### src/charged_particle_force_step_unit_defines.svh
// ----------------------------------------------------------------------------
// Charged particle force step unit: assertion macros
// Concurrent check helpers, empty when SYNTH is defined.
// ----------------------------------------------------------------------------
`ifndef CHARGED_PARTICLE_FORCE_STEP_UNIT_DEFINES_SVH
`define CHARGED_PARTICLE_FORCE_STEP_UNIT_DEFINES_SVH
`ifndef SYNTH
`define CPFS_ASSERT_NOW(lbl, expr, msg) \
	lbl: assert property (@(posedge clk) disable iff (!arst_n) (expr)) else $error(msg);
`define CPFS_ASSERT_NEXT(lbl, ante, cons, msg) \
	lbl: assert property (@(posedge clk) disable iff (!arst_n) (ante) |=> (cons)) \
		else $error(msg);
`else
`define CPFS_ASSERT_NOW(lbl, expr, msg)
`define CPFS_ASSERT_NEXT(lbl, ante, cons, msg)
`endif
`endif

### src/cpfs_pkg.sv
// ----------------------------------------------------------------------------
// Charged particle force step unit: package
// Widths, codes, sequencer states and saturation helper.
// ----------------------------------------------------------------------------
package cpfs_pkg;
	localparam int DW         = 32;
	localparam int FB         = 16;
	localparam int NUM_W      = 80;
	localparam int DEN_W      = 64;
	localparam int ROOT_W     = 32;
	localparam int DIV_CNT_W  = $clog2(NUM_W);
	localparam int MW         = 33;
	localparam int PW         = 2 * MW;
	localparam int SATW       = 67;
	localparam int CW         = 49;
	localparam int SHW        = 2 * DW - FB;
	localparam int IN_DATA_W  = 7 * DW;
	localparam int IN_USER_W  = 2;
	localparam int OUT_DATA_W = 6 * DW;
	localparam int CFG_ADDR_W = 3;
	localparam int IM_W       = 31;

	localparam logic [DEN_W-1:0] NEAR_SQ   = DEN_W'(4295);
	localparam logic [NUM_W-1:0] CAP_FORCE = NUM_W'(32'h7FFF_FFFF);
	localparam logic [NUM_W-1:0] CAP_UNIT  = NUM_W'(1) << FB;

	localparam logic signed [SATW-1:0] SAT_HI = SATW'(64'sh7FFF_FFFF);
	localparam logic signed [SATW-1:0] SAT_LO = ~SAT_HI;

	typedef enum logic [1:0] {
		OP_PARTICLE,
		OP_WIRE,
		OP_TICK,
		OP_RESTART
	} opcode_t;

	typedef enum logic [CFG_ADDR_W-1:0] {
		REG_COULOMB_GAIN,
		REG_MAGNETIC_GAIN,
		REG_OWN_CHARGE,
		REG_INVERSE_MASS,
		REG_START_X,
		REG_START_Y,
		REG_START_Z
	} reg_idx_t;

	typedef struct packed {
		logic busy;
		logic done;
	} unit_stat_t;

	typedef enum logic [4:0] {
		ST_IDLE, ST_DIFF, ST_SQ_MUL, ST_SQ_ACC,
		ST_C_CHK, ST_C_P, ST_C_G1, ST_C_G2, ST_C_G3, ST_C_DIVM, ST_C_WAITM,
		ST_C_UDIV, ST_C_UWAIT, ST_C_UF,
		ST_L_CHK, ST_L_X1, ST_L_X2, ST_L_X3, ST_L_G1, ST_L_G2, ST_L_G3,
		ST_L_DIV, ST_L_DWAIT, ST_L_V1, ST_L_V2, ST_L_V3, ST_L_V4, ST_L_V5,
		ST_T_MUL, ST_T_UPD, ST_T_OUT
	} state_t;

	function automatic logic signed [DW-1:0] sat32(input logic signed [SATW-1:0] v);
		logic signed [DW-1:0] r;
		if (v > SAT_HI)
			r = DW'(SAT_HI);
		else if (v < SAT_LO)
			r = DW'(SAT_LO);
		else
			r = $signed(v[DW-1:0]);
		return r;
	endfunction
endpackage

### src/cpfs_sqrt.sv
// ----------------------------------------------------------------------------
// cpfs_sqrt: integer square root
// Digit-by-digit root of a 64-bit value, two radicand bits per cycle.
// ----------------------------------------------------------------------------
module cpfs_sqrt (
	input  logic                        clk,
	input  logic                        arst_n,
	input  logic                        start,
	input  logic [cpfs_pkg::DEN_W-1:0]  radicand,
	output logic [cpfs_pkg::ROOT_W-1:0] root,
	output cpfs_pkg::unit_stat_t        stat
);
	import cpfs_pkg::*;

	logic [DEN_W-1:0] n_q;
	logic [DEN_W-1:0] res_q;
	logic [DEN_W-1:0] bit_q;
	logic             busy_q;
	logic             done_q;
	logic [DEN_W-1:0] trial;
	logic             take;

	always_comb begin
		trial = res_q + bit_q;
		take  = n_q >= trial;
	end

	always_ff @(posedge clk or negedge arst_n) begin
		if (!arst_n) begin
			busy_q <= 1'b0;
			done_q <= 1'b0;
		end else if (start) begin
			busy_q <= 1'b1;
			done_q <= 1'b0;
		end else if (busy_q && bit_q[0]) begin
			busy_q <= 1'b0;
			done_q <= 1'b1;
		end
	end

	always_ff @(posedge clk) begin
		if (start) begin
			n_q   <= radicand;
			res_q <= '0;
			bit_q <= DEN_W'(1) << (DEN_W - 2);
		end else if (busy_q) begin
			if (take) begin
				n_q   <= n_q - trial;
				res_q <= (res_q >> 1) + bit_q;
			end else begin
				res_q <= res_q >> 1;
			end
			bit_q <= bit_q >> 2;
		end
	end

	assign root      = res_q[ROOT_W-1:0];
	assign stat.busy = busy_q;
	assign stat.done = done_q;
endmodule
### config.mk
export PLATFORM = sky130hd
export DESIGN_NAME = cpfs_sqrt
export DESIGN_NICKNAME = d
export VERILOG_FILES = /design/src/charged_particle_force_step_unit_defines.svh /design/src/cpfs_pkg.sv /design/src/cpfs_sqrt.sv
export SDC_FILE = /design/constraint.sdc
export NUM_CORES = 1
export LEC_CHECK = 0
export BUFFER_PORTS_ARGS = -buffer_cell sky130_fd_sc_hd__buf_2
export CELL_PAD_IN_SITES_DETAIL_PLACEMENT = 1
export CELL_PAD_IN_SITES_GLOBAL_PLACEMENT = 2
export CORE_ASPECT_RATIO = 1.75
export CORE_MARGIN = 2
export CORE_UTILIZATION = 30
export DETAILED_ROUTE_END_ITERATION = 12
export PLACE_DENSITY_LB_ADDON = 0.1
export SLEW_MARGIN = 20
export SYNTH_ARGS = -nofsm -noshare
export SYNTH_HDL_FRONTEND = slang
export SYNTH_SLANG_ARGS = --single-unit
### constraint.sdc
create_clock -name clk -period 14.3 [get_ports clk]
set_input_delay 2.86 -clock clk [delete_from_list [all_inputs] [get_ports clk]]
set_output_delay 2.86 -clock clk [all_outputs]
set_load 0.02 [all_outputs]
[Word level (Yosys, flattened, before mapping)]
Cells that the tools add are included.
Storage, ports and cells
  bits in registers: 162
  input port bits: 67
  output and inout bits: 34
Cells by class
  add/sub/neg operators: 3
  order comparisons: 1
  multiplexer cells: 8
  reductions and logical operators: 5
Operator list (count)
  64-bit 2-to-1 mux: 4
  63-bit by 63-bit adder with 64-bit output: 1
  64-bit by 63-bit adder with 64-bit output: 1
  64-bit >= comparator: 1
  64-bit subtractor: 1
  2-bit nonzero test: 3
  1-bit 2-to-1 mux: 4
  2-bit AND reduction: 1
  1-bit logical AND: 1

[Longest topological paths before layout]
Gate-level depths: netlist of run 1.
  depth in word-level cells: 5
  gate-level depth with buffers: 24
  gate-level depth less buffers: 21

[Least setup slack after synthesis of run 1]
Ideal clock, no wire load.
  kind: flip-flop to flip-flop
  start point: register res_q[10]
  end point: register n_q[0], enable pin
  setup time: 574 ps
  data arrival time: 9058 ps
  data required time: 13726 ps
  slack: 4667 ps
  cell stages (with the launch flop): 22
  path buffers: 2
  period minus slack after synthesis: 9633 ps
  cells stage by stage: dfxtp_1 -> ha_1 -> nand4_1 -> nor3_1 -> a21o_1 -> a31oi_1 -> o41ai_1 -> o221ai_1 -> a21boi_0 -> nor4b_1 -> a311oi_1 -> ha_1 -> a21oi_1 -> o21ai_0 -> and2_1 -> nor4_1 -> or4_1 -> o211ai_2 -> nor2_8 -> buf_6 -> buf_6 -> o21ai_0
On the way
  longest elaborated chain between the ends: 4
Ends and longest elaborated chain
  start, declared: line cpfs_sqrt.sv:16  | logic [DEN_W-1:0] res_q;
  start signal, assigned: line cpfs_sqrt.sv:49  | res_q <= (res_q >> 1) + bit_q;
  start signal, assigned: line cpfs_sqrt.sv:51  | res_q <= res_q >> 1;
  64-bit by 63-bit adder with 64-bit output: line cpfs_sqrt.sv:24  | trial = res_q + bit_q;
  64-bit >= comparator: line cpfs_sqrt.sv:25  | take = n_q >= trial;
  2-bit nonzero test (no line)
  2-bit AND reduction (no line)
  end signal, assigned: line cpfs_sqrt.sv:43  | n_q <= radicand;
  end signal, assigned: line cpfs_sqrt.sv:48  | n_q <= n_q - trial;
  end, declared: line cpfs_sqrt.sv:15  | logic [DEN_W-1:0] n_q;
No other way between the ends.
A chain may end at the register's enable or synchronous reset.

[Worst setup path in the final report of run 1]
  start point: register res_q[10]
  end point: register n_q[8], enable pin
The elaborated chain is that of the path after synthesis.

==> results of run 1 <==
cells in the mapped netlist, types with 15 or more instances:
cell      instances
inv_1            57
and3_1           24
a21oi_1         145
or3_1            17
clkbuf_1         93
a31o_2           20
nor3_1           35
ha_1            130
nand2_1         228
nand2b_1         17
buf_4            35
o21ai_0         155
and2_1           23
a311oi_1         15
a31oi_1          48
o21bai_1         34
a211oi_1         32
o21a_1           19
a21o_1           41
o21ai_1          22
nor2_1          187
mux2i_1          41
dfxtp_1          96
xnor2_1          69
nand4_1          45
o31ai_1          22
nand3_1          56
xor2_1           65
edfxtp_1         64
per-stage QoR:
step,setup slack (ns),cell area (um2)
final,7.42,17500
after global placement,7.41,16900
after floorplan,4.67,16200
after detailed placement,7.35,16900
after CTS,7.28,17500
after global routing,6.84,17500
final cells by class:
| type | count | area (um2) |
|---|---|---|
| clock buffer | 21 | 472 |
| clock inverter | 9 | 97.6 |
| fill | 6473 | 35900 |
| inverter | 59 | 221 |
| multi-input combinational | 1708 | 11300 |
| sequential | 162 | 3900 |
| tap | 684 | 856 |
| timing repair buffer | 114 | 624 |
per-layer routing:
metal / vias up / track usage / wire length, um
met5: - / 0 / 0
met4: 0 / 0.0619 / 1250
met3: 52 / 0.0162 / 1010
met2: 186 / 0.399 / 31700
met1: 7756 / 0.262 / 27100
li1: 7684 / - / -
flip-flops by register name, summed over array words and instances, names as in the netlist:
signal and flops:
done_q 1, busy_q 1, n_q 64, res_q 64, bit_q 32
report_power, final:
part	internal, mW	switching, mW	total, mW	leakage (nW)
sequential	0.673	0.126	0.798	1.47
clock	0.256	0.221	0.476	0.273
combinational	0.805	1.40	2.20	5.11
cells by family after synthesis:
family	count (synthesis)
AOI/OAI and AO/OA	693
xor gates and xnor gates	134
adders and majority gates	131
buffers and inverters	209
DFF	162
muxes	51
and+or+nand+nor	699
critical path, delay by kind of cell (launching register included):
family,cells,cell delay (ns)
AO/OA/AOI/OAI,9,2.39
XOR/XNOR,1,0.12
adder cells (fa/ha/maj),2,0.85
buffers and inverters,2,1.10
flip-flops,1,0.41
AND/OR/NAND/NOR,6,1.49
path summary, 6_finish.rpt:
check | startpoint | to | slack [ns]
worst min register to register | done_q | done_q | 0.53
worst max register to register | res_q[10] | n_q[8] | 7.42
worst max-delay path | res_q[10] | n_q[8] | 7.42
min in group asynchronous | arst_n | busy_q | 2.17
max in group asynchronous | arst_n | busy_q | 12.02
worst min-delay path | done_q | done_q | 0.53
==> flow_summary.toml, run 1 <==
[global_route]
grt_pass1_wl_um = 95700
grtUsageTotal = 0.215
grt_pass1_vias = 16600
antenna_found_initial = 0
gr-total-overflow = 0
grt_max_degree = 175

[clocking]
ctsHtreeMaxLevel = 4
ctsRootBufferMaster = "clkbuf_16"
cts_buffer_depth = 2
post_cts_resized = 0
cts_hold_buf = 0
clk_pin_slew_worst_paths_ns = 0.07
cts_buffers = 17
clkLatencyLatePin_ns = 0.47
cts_setup_buffers = 0
clock_sinks = 162
tritoncts = "yes"

[finish]
drive_gt1_frac = 0.105
mostFrequentLayoutCells = "nand2_1, nor2_1, o21ai_0, a21oi_1, ha_1"
layout_commonest_cell = "nand2_1"
final_cells = 2757
fin_nets = 2260
diodes = 0
syn2layout_area_growth_pct = 8.05
post-route-util = 0.328

[yosys]
synthesis.nets = 2277
synthesis.area_um2 = 16200
synthXorXnorAreaFrac = 0.0724
synthArstFlopShare = 0.0123
synthCells = 2079
synthAdderAreaFrac = 0.102
synth_area_leaders = "dfxtp_1, edfxtp_1, ha_1, nand2_1, o21ai_0"
ys_seq_area_frac = 0.240
synth-compound-area-share = 0.289
netlist.area_leader.share = 0.119
yosys.area.top_type = "dfxtp_1"
yosys_register_bits = 162
synth-edff-count = 64
syn_area_per_cell_um2 = 7.79
ys.warnings.count = 0
synthMuxAreaShare = 0.0323
synth_top_family_by_area = "compound AO/OA/AOI/OAI gates"
post_synth_and_or_nand_nor_area_fraction = 0.204
synth_flop_cell = "dfxtp_1"
yosysUniqueCellTypes = 90

[sta]
hold_violations = 0
worstMarginPinSlew_ns = 1.06
maxSlewViolCount = 0
period_needed_ns = 6.88
slew_headroom = 0.295
fin_worst_skew_ns = 0.0135
whs_ns = 0.531
rsz0062_at_grt = "no"
max_freq_mhz = 145
tns_ns = 0
timing.final.crit_share = 0.481
finalSetupViolCount = 0

[power]
ir_worst_vdd_mv = 0.0997
p_leak_nw = 6.84
p_total_mw = 3.48
power_density_nw_per_um2 = 199

[floorplan]
die_area_um2 = 56000
row_count = 112
die_h_um = 311
core_um2 = 53400
initial_utilization = 0.303
ios = 101
die_x_um = 180

[setup_path]
worstPathArrival_ns = 6.96
crit_slowest_cell = "buf_4"
timing.critical_path.mode_cell = "a31oi_1"
reg2reg_depth = 20
worstSetupPathType = "flip-flop to flip-flop"
worstSetupStartpointType = "flip-flop"
max_stage_delay_ns = 0.71
path_max_fanout = 64
endpoint_kind = "flip-flop"
cp_cell_sequence = "ha_1, nand4_1, nor2_1, o311ai_0, a31oi_1, o21bai_1, a31oi_1, nand2b_1, xnor2_1, ha_1, nand4_1, nor4_1, a31oi_1, o41ai_1, a2111oi_2, o211ai_2, buf_4, nor2_8, o21ai_4, buf_4"
required_ns = 14.38

[routing]
firstDrtPassIters = 5
wl_per_cell_um = 22.1
wirelength_um = 61100
antenna_left = 0
drtIter0Drc = 665
num_vias = 15700
viasPerCell = 5.69
drcViolationCount = 0

[placed_design]
placedCellCount = 2727
place_congestion = 0.873
hpwl_um = 47200
io_buffers = 100

[hold_path]
hold_depth = 2
hp-class = "flip-flop to flip-flop"

[flow_run]
drv_cap = 0

[status]
status = "completed"
Power figures use the tool's default switching activity.
==> run 2, diff against run 1 <==
- clock period: 14.3 -> 7 ns (I/O delays scaled with it)
==> flow_summary.toml, run 2 (synthesis gave the netlist of run 1 again) <==
[clocking]
cts_buffer_depth = 2
clkLatencyLatePin_ns = 0.50
cts_setup_buffers = 0
clock_sinks = 162
clk_pin_slew_worst_paths_ns = 0.08
cts_buffers = 17
ctsHtreeMaxLevel = 4
ctsRootBufferMaster = "clkbuf_16"
tritoncts = "yes"

[routing]
viasPerCell = 5.71
wl_per_cell_um = 22.9
wirelength_um = 63800
firstDrtPassIters = 5
drtIter0Drc = 714
drcViolationCount = 0
antenna_left = 0
num_vias = 15900

[placed_design]
hpwl_um = 50100
place_congestion = 0.870
io_buffers = 100

[floorplan]
ios = 101
core_um2 = 53400
initial_utilization = 0.303
row_count = 112
die_h_um = 311
die_area_um2 = 56000
die_x_um = 180

[power]
p_int_mw = 3.61
ir_worst_vdd_mv = 0.212
p_leak_nw = 7.00
p_switching_mw = 3.75
power_frac_comb = 0.637
p_seq_frac = 0.220
clkPwrFrac = 0.143
power_density_nw_per_um2 = 415
p_sw_frac = 0.509

[setup_path]
worstSetupPathType = "flip-flop to flip-flop"
worstPathArrival_ns = 6.82
endpoint_kind = "flip-flop"
path_max_fanout = 47
required_ns = 7.39
worstSetupStartpointType = "flip-flop"

[sta]
hold_violations = 0
tns_ns = 0
max_freq_mhz = 155
period_needed_ns = 6.43
whs_ns = 0.544
fin_worst_skew_ns = 0.0120
worstMarginPinSlew_ns = 0.821
slew_headroom = 0.453
finalSetupViolCount = 0
rsz0062_at_grt = "no"
timing.final.crit_share = 0.919
maxSlewViolCount = 0

[global_route]
grt_busiest_layer = "met2"
gr-total-overflow = 0
grt_pass1_wl_um = 99500
grt_max_degree = 160
antenna_found_initial = 1
grt_util_met1 = 0.275
grt_use_met3 = 0.0175
grtUsageTotal = 0.227
grt_pass1_vias = 16700
grtUsageMet2 = 0.419

[status]
status = "completed"

[finish]
drive_gt1_frac = 0.117
top_regs = "n_q x64, res_q x64, bit_q x32"
syn2layout_area_growth_pct = 9.54
mostFrequentLayoutCells = "nand2_1, nor2_1, o21ai_0, a21oi_1, ha_1"
diodes = 0
fin_nets = 2284
nFillCells = 6446
layout_commonest_cell = "nand2_1"

[hold_path]
hp-class = "flip-flop to flip-flop"

[flow_run]
drv_cap = 0
[run 2: cell count changes in the layout (fill, tap and decap cells not counted), moves of 2 or more]
cell,before,now
buf_4,13,35
inv_6,1,6
inv_8,1,5
clkinv_4,3,0
buf_12,1,3
clkbuf_1,2,0
clkinv_8,0,2
[run 2: metal layers]
metal,wire length (um),vias up,part of all wire
met5,0,-,0
met4,1650,0,0.026
met3,931,77,0.015
met2,33100,195,0.52
met1,28100,7904,0.44
li1,-,7705,-
[run 2: what timing repair did]
action | in CTS | in global routing
gates resized for setup | 0 | 1
hold buffers | 0 | 0
hold endpoints to repair | 0 | 0
endpoints found under the setup margin | 0 | 1
[run 2: critical path, cell delays in order (launching register included)]
cell and delay [ns]:
dfxtp_1 0.40, ha_1 0.39, nand4_1 0.19, nor3_1 0.26
a21o_1 0.21, a31oi_1 0.16, o41ai_1 0.43, buf_4 0.21
o221ai_1 0.16, a21boi_0 0.37, o21ai_0 0.16, o21ai_0 0.25
ha_1 0.45, a21o_1 0.21, a21oi_1 0.29, o41ai_1 0.17
a2111oi_2 0.48, o211ai_2 0.24, nor2_8 0.17, buf_4 0.50
o21ai_1 0.15, a2111oi_2 0.38
[run 2: power groups by stage]
| stage | Clock, mW | Sequential [mW] | Combinational, mW |
|---|---|---|---|
| after global placement | 0 | 1.64 | 4.66 |
| after detailed placement | 0 | 1.64 | 4.69 |
| final | 1.05 | 1.62 | 4.69 |
| after global routing | 1.10 | 1.65 | 5.17 |
| after CTS | 1.08 | 1.62 | 4.73 |
| after floorplan | 0 | 1.51 | 3.39 |
[run 2: area by class of cell]
class,count,area (um2),area share
Timing Repair Buffer,138,830,0.0467
Sequential cell,162,3900,0.220
Tap cell,684,856,0.0482
Inverter,59,221,0.0125
Clock buffer,17,425,0.0240
Multi-Input combinational cell,1708,11300,0.639
Clock inverter,15,179,0.0101
[run 2: final timing paths]
check / start / end / slack [ns] / cells after the start
max: res_q[10] / res_q[60] / 0.57 / 21
min: res_q[54] / res_q[54] / 0.54 / 2
max reg2reg: res_q[10] / res_q[60] / 0.57 / 21
min reg2reg: res_q[54] / res_q[54] / 0.54 / 2
max in group asynchronous: arst_n / busy_q / 6.21 / 1
min in group asynchronous: arst_n / busy_q / 0.68 / 1
[run 2: stage by stage]
step	util	cells	total power, mW	instance area (um2)	setup slack (ns)
after floorplan	-	2079	4.91	16200	0.337
after global placement	0.321	2751	6.30	17100	0.523
after detailed placement	0.321	2751	6.33	17100	0.437
after CTS	0.332	2783	7.43	17700	0.419
after global routing	0.332	2783	7.93	17700	0.0970
final	0.332	2783	7.36	17700	0.566
