### src/charged_particle_force_step_unit_defines.svh
// ----------------------------------------------------------------------------
// Charged particle force step unit: assertion macros
// Concurrent check helpers, empty when SYNTH is defined.
// ----------------------------------------------------------------------------
`ifndef CHARGED_PARTICLE_FORCE_STEP_UNIT_DEFINES_SVH
`define CHARGED_PARTICLE_FORCE_STEP_UNIT_DEFINES_SVH
`ifndef SYNTH
`define CPFS_ASSERT_NOW(lbl, expr, msg) \
	lbl: assert property (@(posedge clk) disable iff (!arst_n) (expr)) else $error(msg);
`define CPFS_ASSERT_NEXT(lbl, ante, cons, msg) \
	lbl: assert property (@(posedge clk) disable iff (!arst_n) (ante) |=> (cons)) \
		else $error(msg);
`else
`define CPFS_ASSERT_NOW(lbl, expr, msg)
`define CPFS_ASSERT_NEXT(lbl, ante, cons, msg)
`endif
`endif

### src/cpfs_pkg.sv
// ----------------------------------------------------------------------------
// Charged particle force step unit: package
// Widths, codes, sequencer states and saturation helper.
// ----------------------------------------------------------------------------
package cpfs_pkg;
	localparam int DW         = 32;
	localparam int FB         = 16;
	localparam int NUM_W      = 80;
	localparam int DEN_W      = 64;
	localparam int ROOT_W     = 32;
	localparam int DIV_CNT_W  = $clog2(NUM_W);
	localparam int MW         = 33;
	localparam int PW         = 2 * MW;
	localparam int SATW       = 67;
	localparam int CW         = 49;
	localparam int SHW        = 2 * DW - FB;
	localparam int IN_DATA_W  = 7 * DW;
	localparam int IN_USER_W  = 2;
	localparam int OUT_DATA_W = 6 * DW;
	localparam int CFG_ADDR_W = 3;
	localparam int IM_W       = 31;

	localparam logic [DEN_W-1:0] NEAR_SQ   = DEN_W'(4295);
	localparam logic [NUM_W-1:0] CAP_FORCE = NUM_W'(32'h7FFF_FFFF);
	localparam logic [NUM_W-1:0] CAP_UNIT  = NUM_W'(1) << FB;

	localparam logic signed [SATW-1:0] SAT_HI = SATW'(64'sh7FFF_FFFF);
	localparam logic signed [SATW-1:0] SAT_LO = ~SAT_HI;

	typedef enum logic [1:0] {
		OP_PARTICLE,
		OP_WIRE,
		OP_TICK,
		OP_RESTART
	} opcode_t;

	typedef enum logic [CFG_ADDR_W-1:0] {
		REG_COULOMB_GAIN,
		REG_MAGNETIC_GAIN,
		REG_OWN_CHARGE,
		REG_INVERSE_MASS,
		REG_START_X,
		REG_START_Y,
		REG_START_Z
	} reg_idx_t;

	typedef struct packed {
		logic busy;
		logic done;
	} unit_stat_t;

	typedef enum logic [4:0] {
		ST_IDLE, ST_DIFF, ST_SQ_MUL, ST_SQ_ACC,
		ST_C_CHK, ST_C_P, ST_C_G1, ST_C_G2, ST_C_G3, ST_C_DIVM, ST_C_WAITM,
		ST_C_UDIV, ST_C_UWAIT, ST_C_UF,
		ST_L_CHK, ST_L_X1, ST_L_X2, ST_L_X3, ST_L_G1, ST_L_G2, ST_L_G3,
		ST_L_DIV, ST_L_DWAIT, ST_L_V1, ST_L_V2, ST_L_V3, ST_L_V4, ST_L_V5,
		ST_T_MUL, ST_T_UPD, ST_T_OUT
	} state_t;

	function automatic logic signed [DW-1:0] sat32(input logic signed [SATW-1:0] v);
		logic signed [DW-1:0] r;
		if (v > SAT_HI)
			r = DW'(SAT_HI);
		else if (v < SAT_LO)
			r = DW'(SAT_LO);
		else
			r = $signed(v[DW-1:0]);
		return r;
	endfunction
endpackage

### src/cpfs_div.sv
// ----------------------------------------------------------------------------
// cpfs_div: restoring divider
// One quotient bit per cycle, NUM_W quotient bits per division.
// ----------------------------------------------------------------------------
module cpfs_div (
	input  logic                        clk,
	input  logic                        arst_n,
	input  logic                        start,
	input  logic [cpfs_pkg::NUM_W-1:0]  num,
	input  logic [cpfs_pkg::DEN_W-1:0]  den,
	output logic [cpfs_pkg::NUM_W-1:0]  quo,
	output cpfs_pkg::unit_stat_t        stat
);
	import cpfs_pkg::*;

	logic [NUM_W-1:0]     quo_q;
	logic [DEN_W-1:0]     rem_q;
	logic [DEN_W-1:0]     den_q;
	logic [DIV_CNT_W-1:0] cnt_q;
	logic                 busy_q;
	logic                 done_q;
	logic [DEN_W:0]       rem_sh;
	logic [DEN_W:0]       rem_sub;
	logic                 ge;

	always_comb begin
		rem_sh  = {rem_q, quo_q[NUM_W-1]};
		rem_sub = rem_sh - {1'b0, den_q};
		ge      = rem_sh >= {1'b0, den_q};
	end

	always_ff @(posedge clk or negedge arst_n) begin
		if (!arst_n) begin
			busy_q <= 1'b0;
			done_q <= 1'b0;
			cnt_q  <= '0;
		end else if (start) begin
			busy_q <= 1'b1;
			done_q <= 1'b0;
			cnt_q  <= DIV_CNT_W'(NUM_W - 1);
		end else if (busy_q) begin
			cnt_q <= cnt_q - 1'b1;
			if (cnt_q == '0) begin
				busy_q <= 1'b0;
				done_q <= 1'b1;
			end
		end
	end

	always_ff @(posedge clk) begin
		if (start) begin
			quo_q <= num;
			rem_q <= '0;
			den_q <= den;
		end else if (busy_q) begin
			quo_q <= {quo_q[NUM_W-2:0], ge};
			rem_q <= ge ? rem_sub[DEN_W-1:0] : rem_sh[DEN_W-1:0];
		end
	end

	assign quo       = quo_q;
	assign stat.busy = busy_q;
	assign stat.done = done_q;
endmodule

### config.mk
export PLATFORM = sky130hd
export DESIGN_NAME = cpfs_div
export DESIGN_NICKNAME = d
export VERILOG_FILES = /design/src/charged_particle_force_step_unit_defines.svh /design/src/cpfs_pkg.sv /design/src/cpfs_div.sv
export SDC_FILE = /design/constraint.sdc
export NUM_CORES = 1
export LEC_CHECK = 0
export BUFFER_PORTS_ARGS = -buffer_cell sky130_fd_sc_hd__buf_4
export CAP_MARGIN = 40
export CORE_ASPECT_RATIO = 1.1
export CORE_UTILIZATION = 61
export DETAILED_ROUTE_END_ITERATION = 12
export GPL_TIMING_DRIVEN = 0
export PLACE_DENSITY = 0.86
export SLEW_MARGIN = 40
export SYNTH_ARGS = -nofsm -noshare
export SYNTH_HDL_FRONTEND = slang
export SYNTH_SLANG_ARGS = --single-unit
### constraint.sdc
create_clock -name clk -period 5.41 [get_ports clk]
set_input_delay 0.8115 -clock clk [delete_from_list [all_inputs] [get_ports clk]]
set_output_delay 0.8115 -clock clk [all_outputs]
set_load 0.005 [all_outputs]
Word level (Yosys, flattened, before mapping)
Cells that the tools add are included.
Widths: inputs -> output; s select.
Operators by class
  mux-type cells: 11
  add/subtract/negate cells: 2
  order comparisons: 1
  reduce and logical (&&, ||, !) cells: 4
Operator list (number)
  $mux 80: 2
  $ge 65x64->1: 1
  $mux 64: 1
  $sub 64x64->64: 1
  $mux 7: 2
  $logic_not 7->1: 1
  $sub 7x1->7 const B: 1
  $mux 1: 6
  $reduce_bool 2->1: 2
  $reduce_and 2->1: 1
Storage, ports and cells
  flip-flop bits (word level): 217
  output and inout bits: 82
  bits of input ports: 147
  logic and storage cells: 24

Depth between registers and ports, before layout
Gate-level depths: netlist of run 1.
  word-level depth: 4
  mapped depth: 15
  depth with buffers taken out: 14

Worst setup path after synthesis of run 1
OpenSTA, ideal clock, no wires.
  path type: input-to-reg
  start: input start
  end: register quo_q[0] (netlist: quo[0]) (enable)
  setup time: 434 ps
  cell stages on the path: 4
  buffers on the path: 2
  setup slack: 1997 ps
  required time: 4976 ps
  arrival time: 2979 ps
  cell sequence: clkbuf_1 nor2_1 clkbuf_1 inv_1
Between the ends
  word-level cells in the longest chain between the ends: 1
Ends and longest elaborated chain
  start, declared: RTL line cpfs_div.sv:8  | input logic start,
  $reduce_bool 2->1 (no line)
  end signal, assigned: RTL line cpfs_div.sv:52  | quo_q <= num;
  end signal, assigned: RTL line cpfs_div.sv:56  | quo_q <= {quo_q[NUM_W-2:0], ge};
  end, declared: RTL line cpfs_div.sv:16  | logic [NUM_W-1:0] quo_q;
Every way passes these cells.
A chain may end at the register's enable or synchronous reset.

Worst setup path after layout of run 1
  start: register quo_q[79] (netlist: quo[79])
  end: register rem_q[58]
Between the ends
  word-level cells in the longest chain between the ends: 2
  elaborated cells on any way between the ends: 3
  classes of those cells: add/sub (1); order compare (1); mux (1)
Ends and longest elaborated chain
  $sub 64x64->64 or $ge 65x64->1 (tied branches): RTL line cpfs_div.sv:28, cpfs_div.sv:29
  $mux 64 *: RTL line cpfs_div.sv:57  | rem_q <= ge ? rem_sub[DEN_W-1:0] : rem_sh[DEN_W-1:0];
  end signal, assigned: RTL line cpfs_div.sv:57
  end, declared: RTL line cpfs_div.sv:17  | logic [DEN_W-1:0] rem_q;
Every way passes the cells marked *; elsewhere a longest branch is shown, timed or not.

==> results of run 1 <==
## area by class of cell
cell class	count	area (sq um)	area share, %
buffer	76	345.3	2.203
tap	252	315.3	2.011
multi-input combinational	877	6182	39.43
clock inverter	15	203.9	1.301
clock buffer	31	730.7	4.660
sequential	217	5831	37.19
timing repair buffer	229	1743	11.12
inverter	86	327.8	2.091
## final timing paths
| kind | startpoint | endpoint | depth (start not counted) |
|---|---|---|---|
| setup / recovery | quo[79] | rem_q[58] | 14 |
| hold / removal | arst_n | cnt_q[4] | 1 |
| setup reg to reg | quo[79] | rem_q[58] | 14 |
| hold reg to reg | rem_q[17] | rem_q[17] | 2 |
| max in group asynchronous | arst_n | busy_q | 1 |
| min in group clk | den[50] | den_q[50] | 1 |
## layout by cell type (no fill, tap or decap), drive strengths merged, types with 17 or more instances in the layout
cell type / count
clkbuf: 77
xnor2: 33
xor2: 24
a21o: 29
o21ai: 60
a211oi: 56
edfxtp: 144
a21oi: 119
inv: 87
nand2: 63
ha: 66
nor2: 133
o21bai: 17
nor3: 17
buf: 259
dfxtp: 64
nand4: 29
mux2: 80
## cells by family after synthesis
kind of cell / count (synthesis) / synth area share [%]
mux: 95 / 8.288
flops: 217 / 45.98
compound gates: 355 / 18.71
xor+xnor: 57 / 3.937
fa+ha+maj: 67 / 6.670
simple gates: 303 / 11.15
buf+inv: 162 / 5.269
## through the flow
| step | setup TNS, ns | util (%) | total power [W] |
|---|---|---|---|
| 3_5_place_dp | 0 | 73.21 | 0.002505 |
| 4_1_cts | 0 | 77.85 | 0.004394 |
| 6_report | 0 | 77.87 | 0.004394 |
| 2_1_floorplan | 0 | - | 0.002227 |
| 5_1_grt | 0 | 77.87 | 0.004505 |
| 3_3_place_gp | -5.116 | 73.05 | 0.002484 |
## registers in the layout, indices dropped and copies added (netlist names)
name	count
quo	80
den_q	64
rem_q	64
cnt_q	7
busy_q	1
done_q	1
## power breakdown
part | total [W] | leakage (nW) | switching, W | internal, W
sequential | 0.00195 | 2.09 | 0.0000592 | 0.00189
combinational | 0.000546 | 4.27 | 0.000272 | 0.000274
clock | 0.00190 | 0.454 | 0.000743 | 0.00116
## worst max-delay path, cell delays in order (launching register included)
cell	delay, ns
edfxtp_1	0.45
inv_1	0.09
ha_1	0.17
inv_1	0.06
fa_1	0.41
a21o_1	0.22
a31o_1	0.25
a21oi_2	0.19
a31oi_1	0.22
o311ai_0	0.57
nand2_1	0.23
a21oi_1	0.25
o21bai_1	0.12
mux2i_1	0.14
a311oi_1	0.31
## layer usage
layer / track usage, % / vias up
met4: 15.82 / 0
met1: 40.74 / 5237
met5: 0 / -
met3: 7.080 / 122
met2: 65.61 / 493
li1: - / 5148
==> qor.yml, run 1 <==
drt-initial-drc-count: 871
synth_top_area_share_pct: 34.10
hold_buffers: 0
n_antenna_cell: 0
cts_tree: "done"
peakVddDrop_mv: 0.3656
clockRootBuffer: "clkbuf_16"
hpwl_mm: 27.26
maxCapViolCount: 0
avgViaCountPerCell: 6.169
cts.repair.resized: 0
start_util_pct: 62.98
place_inst: 1737
synth.most_common_cell: "edfxtp_1"
synth_top_cell_by_area: "edfxtp_1"
final_cell_area_sq_um: 15680
syn_to_final_growth_pct: 23.64
hold_ws_ns: 0.08023
cts.path.max_buffers: 3
fp.coreArea_sq_um: 20130
die_w_microns: 139.5
htreeDepth: 1
rows: 54
path_clk_slew_ns: 0.07
p_per_area_nw_per_um2: 280.2
cts.sinks: 217
min_path_type: "in -> async"
fillerInstances: 1306
dieArea_sq_um: 21370
top_layer_used: "met4"
boundaryPins: 229
crit_arrival_ns: 4.24
vias: 11000
layout_min_cycle_time_ns: 3.798
synth_edf_count: 144
grt_antenna_before_repair: 0
required_ns: 5.85
ys.flop_type: "edfxtp_1"
syn_area_sq_um: 12680
syn_inst: 1256
finalSetupViolations: 0
postSynth.asyncResetShare_pct: 4.147
dp_slack_ns: 1.561
clock.fmax_ghz: 0.2633
clock_latency_ns: 0.55
grt_usage_pct: 36.04
drt-pass1-iter-count: 6
r2r_slack_ns: 1.61
yosysSeqAreaShare_pct: 45.98
stdcell_count: 1783
cts_buffers: 25
slew_headroom_pct: 47.36
crit_fanout: 4
met1Wirelength_mm: 14.42
synth.area.top_cells: "edfxtp_1 34%, dfxtp_1 10%, mux2_2 7.1%, ha_1 6.5%, a21oi_1 4.5%"
final_nets: 1726
grt_setup_unrepaired: "false"
p_leak_nw: 6.809
drc_errors: 0
yosys_register_bits: 217
endpoint_kind: "flip-flop"
gp_congestion: 0.9636
final.setup.worst_slack_ns: 1.612
path_class: "reg -> reg"
placed_area_sq_um: 14740
final-hold-violation-count: 0
avgSynthCellArea_sq_um: 10.10
drt-total-wl_mm: 38.43
finalCritPeriodShare_pct: 70.20
ant_nets: 0
route.met2.wl_mm: 19.53
synthTopCellsByCount: "144 x edfxtp_1, 133 x nor2_1, 115 x a21oi_1, 86 x inv_1, 80 x mux2_2"
outcome: "finished clean"
startpoint_type: "flip-flop"
drive_gt1_share_pct: 27.17
dieHeight_microns: 153.2
wl_per_cell_microns: 21.56
ys_types: 81
cts_setup_buffers: 0
clock_skew_ns: 0.01293
first_global_vias: 11270
grt_start_max_net_pins: 66
worstMarginPinSlew_ns: 0.7867
gr-total-overflow: 0
portBuffers: 228
grt_pass1_wl_mm: 59.95
drv_slew: 0
syn_nets: 1470
wl_met3_mm: 2.741
synth_warnings: 0
Power figures use the tool's default switching activity.
==> inputs of run 2 (changes only) <==
Settings changed: ABC_AREA set to 1, CORE_UTILIZATION 61 to 59, PLACE_DENSITY 0.86 to 0.82.
Clock period 5.41 ns to 3.7 ns, I/O delays scaled along.
==> qor.yml, run 2 <==
syn_nets: 2450
htreeDepth: 1
drv_slew: 0
cts.sinks: 217
p_per_area_nw_per_um2: 340.2
setup_tns_ns: 0
maxCapViolCount: 0
worstMarginPinSlew_ns: 0.7234
crit_arrival_ns: 3.36
synth_compound_area_share_pct: 4.148
path_cells: "inv_1, ha_1, inv_1, fa_1, nand2_1, nand3_1, nand2_1, nand2_1, nand2_1, nand2_1, nand2_1, nand3_1, nand2_1, nand3_1, nand2_1, nand2_1"
cts.path.max_buffers: 3
grt_usage_pct: 37.59
synth_xor_area_share_pct: 1.797
synth-adder-area-share_pct: 5.597
clock_latency_ns: 0.53
slew_headroom_pct: 51.77
finalSetupViolations: 0
outcome: "finished clean"
ant_nets: 0
vias: 15190
synth.most_common_cell: "nand2_1"
largest_register_ffs: 80
yosysSeqAreaShare_pct: 38.59
boundaryPins: 229
synth_edf_count: 144
required_ns: 4.11
clockRootBuffer: "clkbuf_16"
grt_pass1_wl_mm: 75.96
clock_skew_ns: 0.01564
syn_to_final_growth_pct: 19.60
portBuffers: 228
drc_errors: 0
yosys_register_bits: 217
hpwl_mm: 38.53
fp.coreArea_sq_um: 25190
drt-initial-drc-count: 1248
path_class: "reg -> reg"
critical_path.max_stage_delay_ns: 0.49
crit_fanout: 4
place_inst: 2780
avgSynthCellArea_sq_um: 6.758
syn_inst: 2236
postSynth.asyncResetShare_pct: 4.147
dieArea_sq_um: 26260
first_global_vias: 14580
start_util_pct: 60.00
drive_gt1_share_pct: 14.12
die_w_microns: 154.6
grt_start_max_net_pins: 68
peakVddDrop_mv: 0.3289
endpoint_kind: "flip-flop"
p_leak_nw: 9.940
synthTopCellsByCount: "948 x nand2_1, 421 x inv_1, 144 x edfxtp_1, 135 x nand3_1, 105 x nor2_1"
min_path_type: "in -> reg"
drt-pass1-iter-count: 6
final_nets: 2705
synth_warnings: 0
stdcell_count: 2822
syn_area_sq_um: 15110
n_antenna_cell: 0
path_clk_slew_ns: 0.07
synth_top_family_by_area: "simple AND/OR/NAND/NOR gates"
slowest_stage: "edfxtp_1"
grt_setup_unrepaired: "false"
finalCritPeriodShare_pct: 79.57
final_cell_mix: "948 x nand2_1, 421 x inv_1, 234 x buf_4"
clock.fmax_ghz: 0.3397
yosys.area_share.simple_pct: 37.10
synth_top_cell_by_area: "edfxtp_1"
ys.flop_type: "edfxtp_1"
grt_antenna_before_repair: 0
cpMostUsedCell: "nand2_1"
synth_top_area_share_pct: 28.62
gr-total-overflow: 0
rows: 61
final-hold-violation-count: 0
synth.area.top_cells: "edfxtp_1 29%, nand2_1 24%, inv_1 10%, dfxtp_1 8.5%, ha_1 5.5%"
avgViaCountPerCell: 5.383
dieHeight_microns: 169.8
cts_setup_buffers: 0
ys_types: 43
synthMuxAreaShare_pct: 0
gp_congestion: 1.013
layout_min_cycle_time_ns: 2.944
wl_per_cell_microns: 17.56
layout_commonest_cell: "nand2_1"
drt-total-wl_mm: 49.56
startpoint_type: "flip-flop"
cts_tree: "done"
cts_buffers: 23
-- run 2: cell type report --
cell class / instances / area, sq um
Multi-Input combinational cell: 1535 / 7351
Clock buffer: 27 / 620.6
Clock inverter: 14 / 182.7
Tap cell: 315 / 394.1
Inverter: 429 / 1610
Timing Repair Buffer: 230 / 1753
Buffer: 55 / 330.3
Sequential cell: 217 / 5831
Fill cell: 2029 / 7114
-- run 2: report_power, final --
part	internal, W	leakage (nW)	switching (W)
Combinational	0.000370	7.44	0.000469
Clock	0.00148	0.376	0.00101
Sequential	0.00275	2.12	0.0000759
-- run 2: timing repair --
item / 4_1_cts / 5_1_grt
gates resized for setup: 0 / 0
endpoints found under the hold margin: 9 / 0
hold buffers: 1 / 0
-- run 2: worst max-delay path: cells and delay by family (launching register included) --
family        cells  cell delay, ns
fa+ha+maj         2            0.59
buf+inv           2            0.20
flops             1            0.49
simple gates     12            1.54
-- run 2: path summary, 6_finish.rpt --
| path | startpoint | endpoint | slack (ns) | cells past startpoint |
|---|---|---|---|---|
| hold / removal | den[15] | den_q[15] | 0.20 | 1 |
| hold reg to reg | rem_q[30] | rem_q[30] | 0.47 | 2 |
| setup reg to reg | quo[79] | rem_q[50] | 0.76 | 16 |
| setup / recovery | quo[79] | rem_q[50] | 0.76 | 16 |
| min in group asynchronous | arst_n | cnt_q[1] | 0.39 | 2 |
| max in group asynchronous | arst_n | cnt_q[6] | 3.16 | 2 |
-- run 2: layer usage --
metal / part of all wire (%) / global-route usage, % / wire [microns] / vias up
met2: 48 / 67.15 / 23990 / 734
met3: 8.1 / 4.864 / 3990 / 142
met1: 38 / 44.71 / 19040 / 6922
met5: 0 / 0 / 0 / -
met4: 5.1 / 18.08 / 2538 / 0
li1: - / - / - / 7392
-- run 2: cells by family after synthesis --
group                    count (synthesis)
AO/OA/AOI/OAI                          114
XOR/XNOR                                31
adder cells (fa/ha/maj)                 67
buffers and inverters                  484
flip-flops                             217
AND/OR/NAND/NOR                       1323
-- run 2: per-stage QoR --
| step | power [W] | hold slack (ns) | utilization (%) | cell area [sq um] | setup WS, ns |
|---|---|---|---|---|---|
| global route | 0.006341 | 0.1974 | 71.75 | 18070 | 0.6278 |
| CTS | 0.006143 | 0.1959 | 71.73 | 18070 | 0.8226 |
| detailed placement | 0.003690 | 0.3855 | 68.50 | 17250 | 0.7132 |
| finish | 0.006148 | 0.1980 | 71.75 | 18070 | 0.7559 |
| global placement | 0.003662 | 0.3849 | 68.36 | 17220 | -0.1642 |
| floorplan | 0.003276 | 0.2594 | - | 15110 | 1.257 |
